===== src/rtl/pbo_pkg.sv =====
package pbo_pkg;

  // Fixed-point formats of the datapath.
  localparam int unsigned PhaseBits  = 24;
  localparam int unsigned StepBits   = 23;
  localparam int unsigned SampleBits = 16;
  localparam int unsigned Frac       = 23;
  localparam int unsigned SigBits    = 28;  // Q.23 working value with headroom
  localparam int unsigned MulBits    = 28;
  localparam int unsigned ProdBits   = 48;
  localparam int unsigned DivSteps   = 23;
  localparam int unsigned CntBits    = 5;

  // Configuration port.
  localparam int unsigned ApbAddrBits = 3;
  localparam int unsigned ApbDataBits = 32;
  localparam logic [ApbAddrBits-3:0] RegOscMode = '0;

  // Waveform codes; the last one has no waveform behind it.
  localparam logic [1:0] ModeSaw    = 2'd0;
  localparam logic [1:0] ModePulse  = 2'd1;
  localparam logic [1:0] ModeTri    = 2'd2;
  localparam logic [1:0] ModeUnused = 2'd3;

  // Constants.
  localparam logic [PhaseBits-1:0] DutyLo = 24'd838861;
  localparam logic [PhaseBits-1:0] DutyHi = 24'd15938355;
  localparam logic [PhaseBits-1:0] Half   = 24'h800000;
  localparam logic [PhaseBits-1:0] Unity  = 24'h800000;
  localparam logic signed [MulBits-1:0] KeepCoef = 28'sd65208;
  localparam logic signed [MulBits-1:0] FeedCoef = 28'sd328;

  typedef logic [StepBits-1:0]         step_t;
  typedef logic [PhaseBits-1:0]        phase_t;
  typedef logic signed [SampleBits-1:0] sample_t;

  // Sequencer states, one-hot.
  typedef enum logic [8:0] {
    S_IDLE  = 9'b000000001,
    S_PREP  = 9'b000000010,
    S_DIV   = 9'b000000100,
    S_SQR   = 9'b000001000,
    S_ADD   = 9'b000010000,
    S_KEEP  = 9'b000100000,
    S_FEED  = 9'b001000000,
    S_INTEG = 9'b010000000,
    S_DONE  = 9'b100000000
  } state_e;

endpackage


===== src/rtl/pbo_in_if.sv =====
interface pbo_in_if import pbo_pkg::*; ();
  logic   valid;
  logic   ready;
  step_t  phase_step;
  phase_t duty;
  logic   restart;
  phase_t start_phase;

  modport source (output valid, phase_step, duty, restart, start_phase, input ready);
  modport sink   (input valid, phase_step, duty, restart, start_phase, output ready);
endinterface


===== src/rtl/pbo_out_if.sv =====
interface pbo_out_if import pbo_pkg::*; ();
  logic    valid;
  logic    ready;
  sample_t sample;

  modport source (output valid, sample, input ready);
  modport sink   (input valid, sample, output ready);
endinterface


===== src/rtl/polyblep_oscillator_core.sv =====
// Channel   Direction  Payload                                      Transfer
// in_if     sink       phase_step, duty, restart, start_phase       valid & ready
// out_if    source     sample (signed Q1.15)                        valid & ready
// APB       slave      osc_mode at byte address 0                   psel & penable & pwrite & pready
//
// Each polyBLEP edge costs one 23-step restoring division by phase_step plus a
// squaring on the shared multiplier; triangle adds two more products on that
// multiplier. The input is ready only while the sequencer is idle. Reset clears
// the phase, the integrator and the mode. A stalled output holds the finished
// sample; the next item is still taken and waits before its own output write.
module polyblep_oscillator_core import pbo_pkg::*; (
  input  logic                   clk_i,
  input  logic                   rst_ni,
  pbo_in_if.sink                 in_if,
  pbo_out_if.source              out_if,
  input  logic                   psel,
  input  logic                   penable,
  input  logic                   pwrite,
  input  logic [ApbAddrBits-1:0] paddr,
  input  logic [ApbDataBits-1:0] pwdata,
  output logic [ApbDataBits-1:0] prdata,
  output logic                   pready
);

  state_e state_q, state_d;

  logic [1:0]  mode_q;
  phase_t      phase_acc_q;
  logic signed [PhaseBits-1:0] integ_q;

  step_t       step_q;
  phase_t      t_q;
  phase_t      pw_q;
  logic        job_q;
  logic        neg_q;
  logic [StepBits-1:0] rem_q;
  logic [StepBits-1:0] quo_q;
  logic [CntBits-1:0]  cnt_q;
  logic signed [SigBits-1:0]  y_q;
  logic signed [ProdBits-1:0] prod_q;
  logic signed [ProdBits-1:0] acc_q;
  logic        out_valid_q;
  sample_t     sample_q;

  logic in_fire;
  logic cfg_wr;
  assign in_fire = in_if.valid && in_if.ready;
  assign in_if.ready = (state_q == S_IDLE);
  assign out_if.valid = out_valid_q;
  assign out_if.sample = sample_q;

  // Configuration register.
  assign pready = 1'b1;
  assign cfg_wr = psel && penable && pwrite && (paddr[ApbAddrBits-1:2] == RegOscMode);
  assign prdata = (paddr[ApbAddrBits-1:2] == RegOscMode) ? {30'd0, mode_q} : '0;

  always_ff @(posedge clk_i or negedge rst_ni) begin
    if (!rst_ni) begin
      mode_q <= ModeSaw;
    end else if (cfg_wr) begin
      mode_q <= pwdata[1:0];
    end
  end

  // Input decode: duty clamp and start phase.
  phase_t duty_c;
  phase_t t_start;
  always_comb begin
    duty_c = in_if.duty;
    if (in_if.duty < DutyLo) duty_c = DutyLo;
    if (in_if.duty > DutyHi) duty_c = DutyHi;
    t_start = in_if.restart ? in_if.start_phase : phase_acc_q;
  end

  // Base waveform value before edge corrections.
  logic signed [SigBits-1:0] y_base;
  always_comb begin
    case (mode_q)
      ModeSaw:   y_base = $signed({4'd0, t_start}) - $signed({4'd0, Unity});
      ModePulse: y_base = (t_start < duty_c) ? $signed({4'd0, Unity})
                                             : -$signed({4'd0, Unity});
      ModeTri:   y_base = (t_start < Half) ? $signed({4'd0, Unity})
                                           : -$signed({4'd0, Unity});
      default:   y_base = '0;
    endcase
  end

  // Edge classification for the current correction job.
  phase_t tt;
  phase_t split;
  logic [PhaseBits:0] tt_sum;
  logic near_lo, near_hi, job_active, more_jobs;
  phase_t num_hi;
  always_comb begin
    split   = (mode_q == ModePulse) ? pw_q : Half;
    tt      = job_q ? (t_q - split) : t_q;
    tt_sum  = {1'b0, tt} + {2'b0, step_q};
    near_lo = (tt < {1'b0, step_q});
    near_hi = tt_sum[PhaseBits] && (tt_sum[PhaseBits-1:0] != '0);
    num_hi  = '0 - tt;
    job_active = (step_q != '0) && (near_lo || near_hi);
    more_jobs  = !job_q && (mode_q != ModeSaw);
  end

  // Divider step: one quotient bit per cycle.
  logic [StepBits:0]   rem2;
  logic                q_bit;
  logic [StepBits:0]   rem_sub;
  always_comb begin
    rem2    = {rem_q, 1'b0};
    q_bit   = (rem2 >= {1'b0, step_q});
    rem_sub = rem2 - {1'b0, step_q};
  end

  // Shared multiplier operand select.
  logic [PhaseBits-1:0] r_val;
  logic signed [MulBits-1:0] mul_a, mul_b;
  logic signed [2*MulBits-1:0] mul_p;
  always_comb begin
    r_val = Unity - {1'b0, quo_q};
    case (state_q)
      S_SQR: begin
        mul_a = $signed({4'd0, r_val});
        mul_b = $signed({4'd0, r_val});
      end
      S_KEEP: begin
        mul_a = KeepCoef;
        mul_b = MulBits'(integ_q);
      end
      S_FEED: begin
        mul_a = FeedCoef;
        mul_b = y_q;
      end
      default: begin
        mul_a = '0;
        mul_b = '0;
      end
    endcase
    mul_p = mul_a * mul_b;
  end

  // Correction magnitude and integrator update.
  logic [PhaseBits-1:0] mag;
  logic signed [ProdBits-1:0] integ_sum;
  logic signed [ProdBits-17:0] integ_shr;
  logic signed [PhaseBits-1:0] integ_new;
  logic sub_mag;
  always_comb begin
    mag       = prod_q[2*Frac:Frac];
    sub_mag   = neg_q ^ ((mode_q == ModeSaw) || job_q);
    integ_sum = acc_q + prod_q;
    integ_shr = integ_sum[ProdBits-1:16];
    if (integ_shr < -$signed({{(ProdBits-16-PhaseBits){1'b0}}, Unity})) begin
      integ_new = $signed({1'b1, {(PhaseBits-1){1'b0}}});
    end else if (integ_shr > $signed({{(ProdBits-16-PhaseBits){1'b0}}, Unity}) - 1) begin
      integ_new = $signed({1'b0, {(PhaseBits-1){1'b1}}});
    end else begin
      integ_new = integ_shr[PhaseBits-1:0];
    end
  end

  // Output rounding and saturation.
  logic signed [SigBits-1:0] y_rnd;
  logic signed [SigBits-9:0] y_shr;
  sample_t sample_new;
  always_comb begin
    y_rnd = y_q + SigBits'(128);
    y_shr = y_rnd[SigBits-1:8];
    if (y_shr > $signed(20'sd32767)) begin
      sample_new = 16'sh7fff;
    end else if (y_shr < $signed(-20'sd32768)) begin
      sample_new = 16'sh8000;
    end else begin
      sample_new = y_shr[SampleBits-1:0];
    end
  end

  logic out_free;
  assign out_free = !out_valid_q || out_if.ready;

  // Sequencer next state.
  always_comb begin
    state_d = state_q;
    case (state_q)
      S_IDLE:  if (in_fire) state_d = (mode_q == ModeUnused) ? S_DONE : S_PREP;
      S_PREP: begin
        if (job_active) begin
          state_d = S_DIV;
        end else if (!more_jobs) begin
          state_d = (mode_q == ModeTri) ? S_KEEP : S_DONE;
        end
      end
      S_DIV:   if (cnt_q == CntBits'(DivSteps - 1)) state_d = S_SQR;
      S_SQR:   state_d = S_ADD;
      S_ADD: begin
        if (more_jobs) begin
          state_d = S_PREP;
        end else begin
          state_d = (mode_q == ModeTri) ? S_KEEP : S_DONE;
        end
      end
      S_KEEP:  state_d = S_FEED;
      S_FEED:  state_d = S_INTEG;
      S_INTEG: state_d = S_DONE;
      S_DONE:  if (out_free) state_d = S_IDLE;
      default: state_d = S_IDLE;
    endcase
  end

  // Control state.
  always_ff @(posedge clk_i or negedge rst_ni) begin
    if (!rst_ni) begin
      state_q     <= S_IDLE;
      phase_acc_q <= '0;
      integ_q     <= '0;
      out_valid_q <= 1'b0;
      job_q       <= 1'b0;
      cnt_q       <= '0;
    end else begin
      state_q <= state_d;
      if (in_fire) begin
        phase_acc_q <= t_start + {1'b0, in_if.phase_step};
        job_q       <= 1'b0;
      end
      if (state_q == S_PREP && !job_active && more_jobs) job_q <= 1'b1;
      if (state_q == S_ADD && more_jobs) job_q <= 1'b1;
      if (state_q == S_PREP) begin
        cnt_q <= '0;
      end else if (state_q == S_DIV) begin
        cnt_q <= cnt_q + 1'b1;
      end
      if (state_q == S_INTEG) integ_q <= integ_new;
      if (state_q == S_DONE && out_free) begin
        out_valid_q <= 1'b1;
      end else if (out_if.ready) begin
        out_valid_q <= 1'b0;
      end
    end
  end

  // Datapath registers.
  always_ff @(posedge clk_i) begin
    if (in_fire) begin
      step_q <= in_if.phase_step;
      t_q    <= t_start;
      pw_q   <= duty_c;
      y_q    <= y_base;
    end
    if (state_q == S_PREP) begin
      neg_q <= near_lo;
      rem_q <= near_lo ? tt[StepBits-1:0] : num_hi[StepBits-1:0];
      quo_q <= '0;
    end
    if (state_q == S_DIV) begin
      rem_q <= q_bit ? rem_sub[StepBits-1:0] : rem2[StepBits-1:0];
      quo_q <= {quo_q[StepBits-2:0], q_bit};
    end
    if (state_q == S_SQR || state_q == S_KEEP || state_q == S_FEED) begin
      prod_q <= mul_p[ProdBits-1:0];
    end
    if (state_q == S_ADD) begin
      y_q <= sub_mag ? y_q - $signed({4'd0, mag}) : y_q + $signed({4'd0, mag});
    end
    if (state_q == S_FEED) acc_q <= prod_q + ProdBits'(32768);
    if (state_q == S_INTEG) y_q <= SigBits'(integ_new);
    if (state_q == S_DONE && out_free) sample_q <= sample_new;
  end

  // Checks on the sequencer and datapath.
  a_state_onehot: assert property (@(posedge clk_i) disable iff (!rst_ni)
    $onehot(state_q))
    else $error("sequencer state is not one-hot");

  a_div_rem_bound: assert property (@(posedge clk_i) disable iff (!rst_ni)
    (state_q == S_DIV) |-> ({1'b0, rem_q} < {1'b0, step_q}))
    else $error("divider remainder reached the divisor");

  a_out_from_done: assert property (@(posedge clk_i) disable iff (!rst_ni)
    $rose(out_valid_q) |-> $past(state_q == S_DONE))
    else $error("output raised outside the done state");

  a_integ_hold: assert property (@(posedge clk_i) disable iff (!rst_ni)
    (mode_q != ModeTri) |=> $stable(integ_q))
    else $error("integrator changed outside triangle mode");

endmodule


===== src/flat_wrapper.sv =====
// flat-port wrapper written by rule: the top's interface ports become plain ports
module polyblep_oscillator_core_flat import pbo_pkg::*;
  (clk_i, rst_ni, psel, penable, pwrite, paddr, pwdata, prdata, pready, in_if_valid, in_if_phase_step, in_if_duty, in_if_restart, in_if_start_phase, in_if_ready, out_if_valid, out_if_sample, out_if_ready);
  pbo_in_if in_if_i ();
  pbo_out_if out_if_i ();
  input  logic clk_i;
  input  logic rst_ni;
  input  logic psel;
  input  logic penable;
  input  logic pwrite;
  input  logic [ApbAddrBits-1:0] paddr;
  input  logic [ApbDataBits-1:0] pwdata;
  output logic [ApbDataBits-1:0] prdata;
  output logic pready;
  input wire logic [$bits(in_if_i.valid)-1:0] in_if_valid;
  input wire logic [$bits(in_if_i.phase_step)-1:0] in_if_phase_step;
  input wire logic [$bits(in_if_i.duty)-1:0] in_if_duty;
  input wire logic [$bits(in_if_i.restart)-1:0] in_if_restart;
  input wire logic [$bits(in_if_i.start_phase)-1:0] in_if_start_phase;
  output wire logic [$bits(in_if_i.ready)-1:0] in_if_ready;
  output wire logic [$bits(out_if_i.valid)-1:0] out_if_valid;
  output wire logic [$bits(out_if_i.sample)-1:0] out_if_sample;
  input wire logic [$bits(out_if_i.ready)-1:0] out_if_ready;
  assign in_if_i.valid = in_if_valid;
  assign in_if_i.phase_step = in_if_phase_step;
  assign in_if_i.duty = in_if_duty;
  assign in_if_i.restart = in_if_restart;
  assign in_if_i.start_phase = in_if_start_phase;
  assign in_if_ready = in_if_i.ready;
  assign out_if_valid = out_if_i.valid;
  assign out_if_sample = out_if_i.sample;
  assign out_if_i.ready = out_if_ready;
  polyblep_oscillator_core u_core (.clk_i(clk_i), .rst_ni(rst_ni), .in_if(in_if_i), .out_if(out_if_i), .psel(psel), .penable(penable), .pwrite(pwrite), .paddr(paddr), .pwdata(pwdata), .prdata(prdata), .pready(pready));
endmodule

===== config.mk =====
export PLATFORM = sky130hd
export DESIGN_NAME = polyblep_oscillator_core_flat
export DESIGN_NICKNAME = d
export VERILOG_FILES = /design/src/rtl/pbo_pkg.sv /design/src/rtl/pbo_in_if.sv /design/src/rtl/pbo_out_if.sv /design/src/rtl/polyblep_oscillator_core.sv /design/src/flat_wrapper.sv
export SDC_FILE = /design/constraint.sdc
export NUM_CORES = 2
export LEC_CHECK = 0
export ABC_CLOCK_PERIOD_IN_PS = 24600
export BUFFER_PORTS_ARGS = -buffer_cell sky130_fd_sc_hd__buf_2
export CAP_MARGIN = 10
export CORE_MARGIN = 2
export CORE_UTILIZATION = 42
export CTS_BUF_LIST = sky130_fd_sc_hd__clkbuf_2
export DETAILED_ROUTE_END_ITERATION = 7
export GPL_TIMING_DRIVEN = 0
export HOLD_SLACK_MARGIN = 0.06
export PLACE_DENSITY_LB_ADDON = 0.25
export SLEW_MARGIN = 5
export SYNTH_ARGS = -nofsm -noshare
export SYNTH_HDL_FRONTEND = slang
export SYNTH_SLANG_ARGS = --single-unit

===== constraint.sdc =====
create_clock -name clk_i -period 24.6 [get_ports clk_i]
set_input_delay 2.46 -clock clk_i [delete_from_list [all_inputs] [get_ports clk_i]]
set_output_delay 2.46 -clock clk_i [all_outputs]
set_load 0.05 [all_outputs]

==> load_flow_metrics.sql <==
INSERT INTO impl_metrics (metric_group, metric, value, unit) VALUES
('critical_path', 'worstSetupPathType', 'register to register', ''),
('synth', 'synth_sequential_area_ratio', '20.18', '%'),
('die', 'fp.dieArea', '113600', 'um^2'),
('drt', 'final_antenna_net_count', '0', ''),
('critical_path', 'cp_top_family', 'adder cells', ''),
('global_routing', 'grt_antenna_before_repair', '7', ''),
('cells_and_area', 'layout-drive-gt1-share', '6.710', '%'),
('global_routing', 'grt_start_max_net_pins', '72', ''),
('synth', 'number_of_flops_mapped_to_enable_cells_by_yosys', '258', ''),
('synth', 'synth-seq-cells', '324', ''),
('critical_path', 'end_kind', 'register', ''),
('cts', 'post_cts_resize_count', '0', ''),
('timing', 'timing.final.setup_violations', '0', ''),
('min_path', 'worst_hold_path_type', 'register to register', ''),
('placed_design', 'number_of_instances_in_the_placed_design', '6804', ''),
('drt', 'detailroute.via_count', '37680', ''),
('timing', 'tightest_slew', '1.301', 'ns'),
('status', 'outcome', 'complete, no violations', ''),
('critical_path', 'timing.critical_path.mode_cell', 'sky130_fd_sc_hd__fa_1', ''),
('cts', 'number_of_buffers_created_by_cts', '89', ''),
('cts', 'cts.root.buffer_cell', 'sky130_fd_sc_hd__clkbuf_2', ''),
('cells_and_area', 'filler_cell_count', '10820', ''),
('placed_design', 'dpl.hpwl', '124.5', 'mm'),
('timing', 'period_share', '49.45', '%'),
('die', 'chipHeight', '337.0', 'um'),
('drt', 'routedWlPerCell', '21.30', 'um'),
('critical_path', 'path_buf_inv', '8', ''),
('die', 'design.portCount', '165', ''),
('cts', 'clk_pin_slew_worst_paths', '0.11', 'ns'),
('critical_path', 'cp-start-kind', 'register', ''),
('cts', 'tritoncts_clock_tree', 'yes', ''),
('cts', 'cts_hold_buffers', '0', ''),
('cts', 'cts_num_sinks', '324', ''),
('critical_path', 'arrival_time_of_the_worst_setup_path', '13.00', 'ns'),
('synth', 'postSynth.asyncResetShare', '20.37', '%'),
('synth', 'postSynth.topFlopCell', 'sky130_fd_sc_hd__edfxtp_1', ''),
('timing', 'relSlewSlack', '13.29', '%'),
('global_routing', 'global_route.usage.total', '26.64', '%'),
('pwr', 'power.density_cell_area', '74.47', 'nW/um^2'),
('synth', 'syn_area', '46570', 'um^2'),
('timing', 'max_clock_freq', '0.08221', 'GHz'),
('synth', 'syn_area_per_cell', '9.100', 'um^2'),
('timing', 'grt_setup_unrepaired', 'no', ''),
('global_routing', 'global_route_wire_length_before_repair', '228.1', 'mm'),
('drt', 'detail_route.vias_per_cell', '5.400', ''),
('timing', 'final.setup.tns', '0', 'ns'),
('die', 'starting_density_of_the_core', '42.20', '%'),
('pwr', 'cellLeakagePower', '23.80', 'nW'),
('timing', 'post-route-min-period', '12.16', 'ns'),
('die', 'fp.dieW', '337.0', 'um'),
('critical_path', 'largest_stage_delay_worst_path', '0.78', 'ns'),
('cts', 'cts.htree.levels', '3', ''),
('timing', 'timing.clock.skew', '0.1968', 'ns'),
('synth', 'synth_cells', '5118', ''),
('flow_run', 'drv_cap', '0', ''),
('critical_path', 'worst-endpoint-required', '25.43', 'ns'),
('drt', 'drt_iter0_drc', '3001', ''),
('timing', 'finalMaxSlewViolations', '0', ''),
('drt', 'postRouteWirelength', '148.6', 'mm'),
('cells_and_area', 'area.growth.synth_to_final', '7.885', '%'),
('pwr', 'power', '3.742', 'mW'),
('critical_path', 'path_max_fanout', '10', ''),
('timing', 'report.final.hold_viol_count', '0', ''),
('pwr', 'vdd_drop_max', '0.0001756', 'V'),
('cts', 'cts.path.max_buffers', '3', ''),
('drt', 'drt-pass1-iter-count', '6', ''),
('die', 'std_cell_rows', '122', ''),
('die', 'design.core.area', '110400', 'um^2'),
('cts', 'post-cts-setup-buffers', '0', ''),
('global_routing', 'grt_overflow', '0', ''),
('cts', 'clk_latency', '1.13', 'ns'),
('cells_and_area', 'nets', '6548', ''),
('critical_path', 'standard_cell_with_the_maximum_stage_delay_on_the_critical_path', 'sky130_fd_sc_hd__clkbuf_1', ''),
('cells_and_area', 'stdcell_count', '6977', ''),
('global_routing', 'vias_in_the_first_global_route', '37910', ''),
('drt', 'drc_errors', '0', ''),
('synth', 'post_synth_num_cell_types', '91', ''),
('placed_design', 'portBuffers', '100', ''),
('placed_design', 'gp_congestion', '0.9586', ''),
('synth', 'yosysWarnings', '0', '');
layer usage:
metal  up-vias  global-route usage (%)  wire length, um  part of all wire [%]
li1      17120                       -                -                     -
met1     18810                   35.65            62800                    42
met2      1434                   43.29            69110                    47
met3       316                   3.549             9730                   6.5
met4         0                   11.62             6966                   4.7
met5         -                       0                0                     0
cell type report:
cell class,count,area [um^2],area share (%)
multi-input cells,3736,33090,65.85
flip-flops and latches,324,9400,18.71
inverters,939,3527,7.020
well taps,1488,1862,3.705
plain buffers,211,918.4,1.828
repair buffers,111,636.9,1.268
clock buffers,120,600.6,1.195
clock inverters,43,201.4,0.4009
diodes,5,12.51,0.02490
cells in the final DEF (no fill, tap or decap), types with 50 or more instances in the layout:
| cell | synthesis | routed |
|---|---|---|
| sky130_fd_sc_hd__nand3_1 | 79 | 79 |
| sky130_fd_sc_hd__nor3_1 | 60 | 60 |
| sky130_fd_sc_hd__xor2_1 | 108 | 108 |
| sky130_fd_sc_hd__buf_2 | 8 | 110 |
| sky130_fd_sc_hd__o21ai_0 | 189 | 189 |
| sky130_fd_sc_hd__dfrtp_1 | 65 | 65 |
| sky130_fd_sc_hd__ha_1 | 366 | 366 |
| sky130_fd_sc_hd__and2_1 | 50 | 50 |
| sky130_fd_sc_hd__nor2_1 | 474 | 474 |
| sky130_fd_sc_hd__edfxtp_1 | 258 | 258 |
| sky130_fd_sc_hd__fa_1 | 656 | 656 |
| sky130_fd_sc_hd__nand2b_1 | 51 | 51 |
| sky130_fd_sc_hd__clkbuf_1 | 158 | 158 |
| sky130_fd_sc_hd__nand2_1 | 515 | 514 |
| sky130_fd_sc_hd__inv_1 | 938 | 937 |
| sky130_fd_sc_hd__xnor2_1 | 168 | 168 |
| sky130_fd_sc_hd__a21oi_1 | 207 | 207 |
| sky130_fd_sc_hd__clkbuf_2 | 0 | 121 |
| sky130_fd_sc_hd__conb_1 | 2 | 94 |
| sky130_fd_sc_hd__a21o_1 | 93 | 93 |
cells in the mapped netlist, types with 26 or more instances:
cell type / number / share of area (%)
sky130_fd_sc_hd__a21o_1: 93 / 1.5
sky130_fd_sc_hd__a21oi_1: 207 / 2.2
sky130_fd_sc_hd__a31oi_1: 26 / 0.35
sky130_fd_sc_hd__and2_1: 50 / 0.67
sky130_fd_sc_hd__and3_1: 40 / 0.54
sky130_fd_sc_hd__buf_4: 31 / 0.50
sky130_fd_sc_hd__clkbuf_1: 158 / 1.3
sky130_fd_sc_hd__dfrtp_1: 65 / 3.5
sky130_fd_sc_hd__edfxtp_1: 258 / 17
sky130_fd_sc_hd__fa_1: 656 / 28
sky130_fd_sc_hd__ha_1: 366 / 9.8
sky130_fd_sc_hd__inv_1: 938 / 7.6
sky130_fd_sc_hd__mux2_2: 32 / 0.77
sky130_fd_sc_hd__nand2_1: 515 / 4.2
sky130_fd_sc_hd__nand2b_1: 51 / 0.69
sky130_fd_sc_hd__nand3_1: 79 / 0.85
sky130_fd_sc_hd__nand4_1: 34 / 0.46
sky130_fd_sc_hd__nor2_1: 474 / 3.8
sky130_fd_sc_hd__nor2b_1: 41 / 0.55
sky130_fd_sc_hd__nor3_1: 60 / 0.64
sky130_fd_sc_hd__nor4_1: 33 / 0.44
sky130_fd_sc_hd__o211ai_1: 30 / 0.48
sky130_fd_sc_hd__o21a_1: 37 / 0.60
sky130_fd_sc_hd__o21ai_0: 189 / 2.0
sky130_fd_sc_hd__xnor2_1: 168 / 3.2
sky130_fd_sc_hd__xor2_1: 108 / 2.0
worst paths after layout:
kind                            depth (start not counted)  slack [ns]              start                     end
min in group asynchronous                               1        1.19             rst_ni  u_core.phase_acc_q[15]
worst min register to register                          0        0.43   u_core.prod_q[1]         u_core.acc_q[1]
max in group asynchronous                               2       22.62             rst_ni      u_core.integ_q[22]
worst max register to register                         36       12.44  u_core.state_q[2]       u_core.prod_q[46]
worst max-delay path                                   36       12.44  u_core.state_q[2]       u_core.prod_q[46]
worst min-delay path                                    0        0.43   u_core.prod_q[1]         u_core.acc_q[1]
logic make-up (layout without fill, tap and decap cells):
group                      count (synthesis)  in the layout  synth area share, %
other                                      2             99              0.01613
muxes                                     50             50                1.161
buffers and inverters                   1150           1424                9.540
AOI/OAI and AO/OA                        814            814                11.41
and+or+nand+nor                         1480           1480                14.46
xor gates and xnor gates                 276            276                5.190
DFF                                      324            324                20.18
adders and majority gates               1022           1022                38.03
sequential cells by signal, indices dropped and copies added (netlist names), 24 cells and up:
signal / cells
u_core.acc_q: 48
u_core.prod_q: 48
u_core.y_q: 28
u_core.integ_q: 24
u_core.phase_acc_q: 24
u_core.pw_q: 24
u_core.t_q: 24
power breakdown:
| group | switching [mW] | internal [mW] | total (mW) | leakage (nW) |
|---|---|---|---|---|
| clock | 0.260 | 0.139 | 0.399 | 0.606 |
| combinational | 1.50 | 0.923 | 2.42 | 19.9 |
| sequential | 0.127 | 0.794 | 0.921 | 3.25 |
stage by stage:
step                      instance area, um^2  utilization [%]  setup WS, ns  hold slack, ns
after global routing                    50240            45.52         11.85          0.4831
after CTS                               50190            45.48         12.20          0.4570
after detailed placement                49390            44.75         12.24          0.4444
after global placement                  49280            44.65         11.77          0.4423
final                                   50240            45.53         12.44          0.4330
after floorplan                         46920                -         14.65          0.4268
No activity file was read; power rests on OpenSTA's default activity.
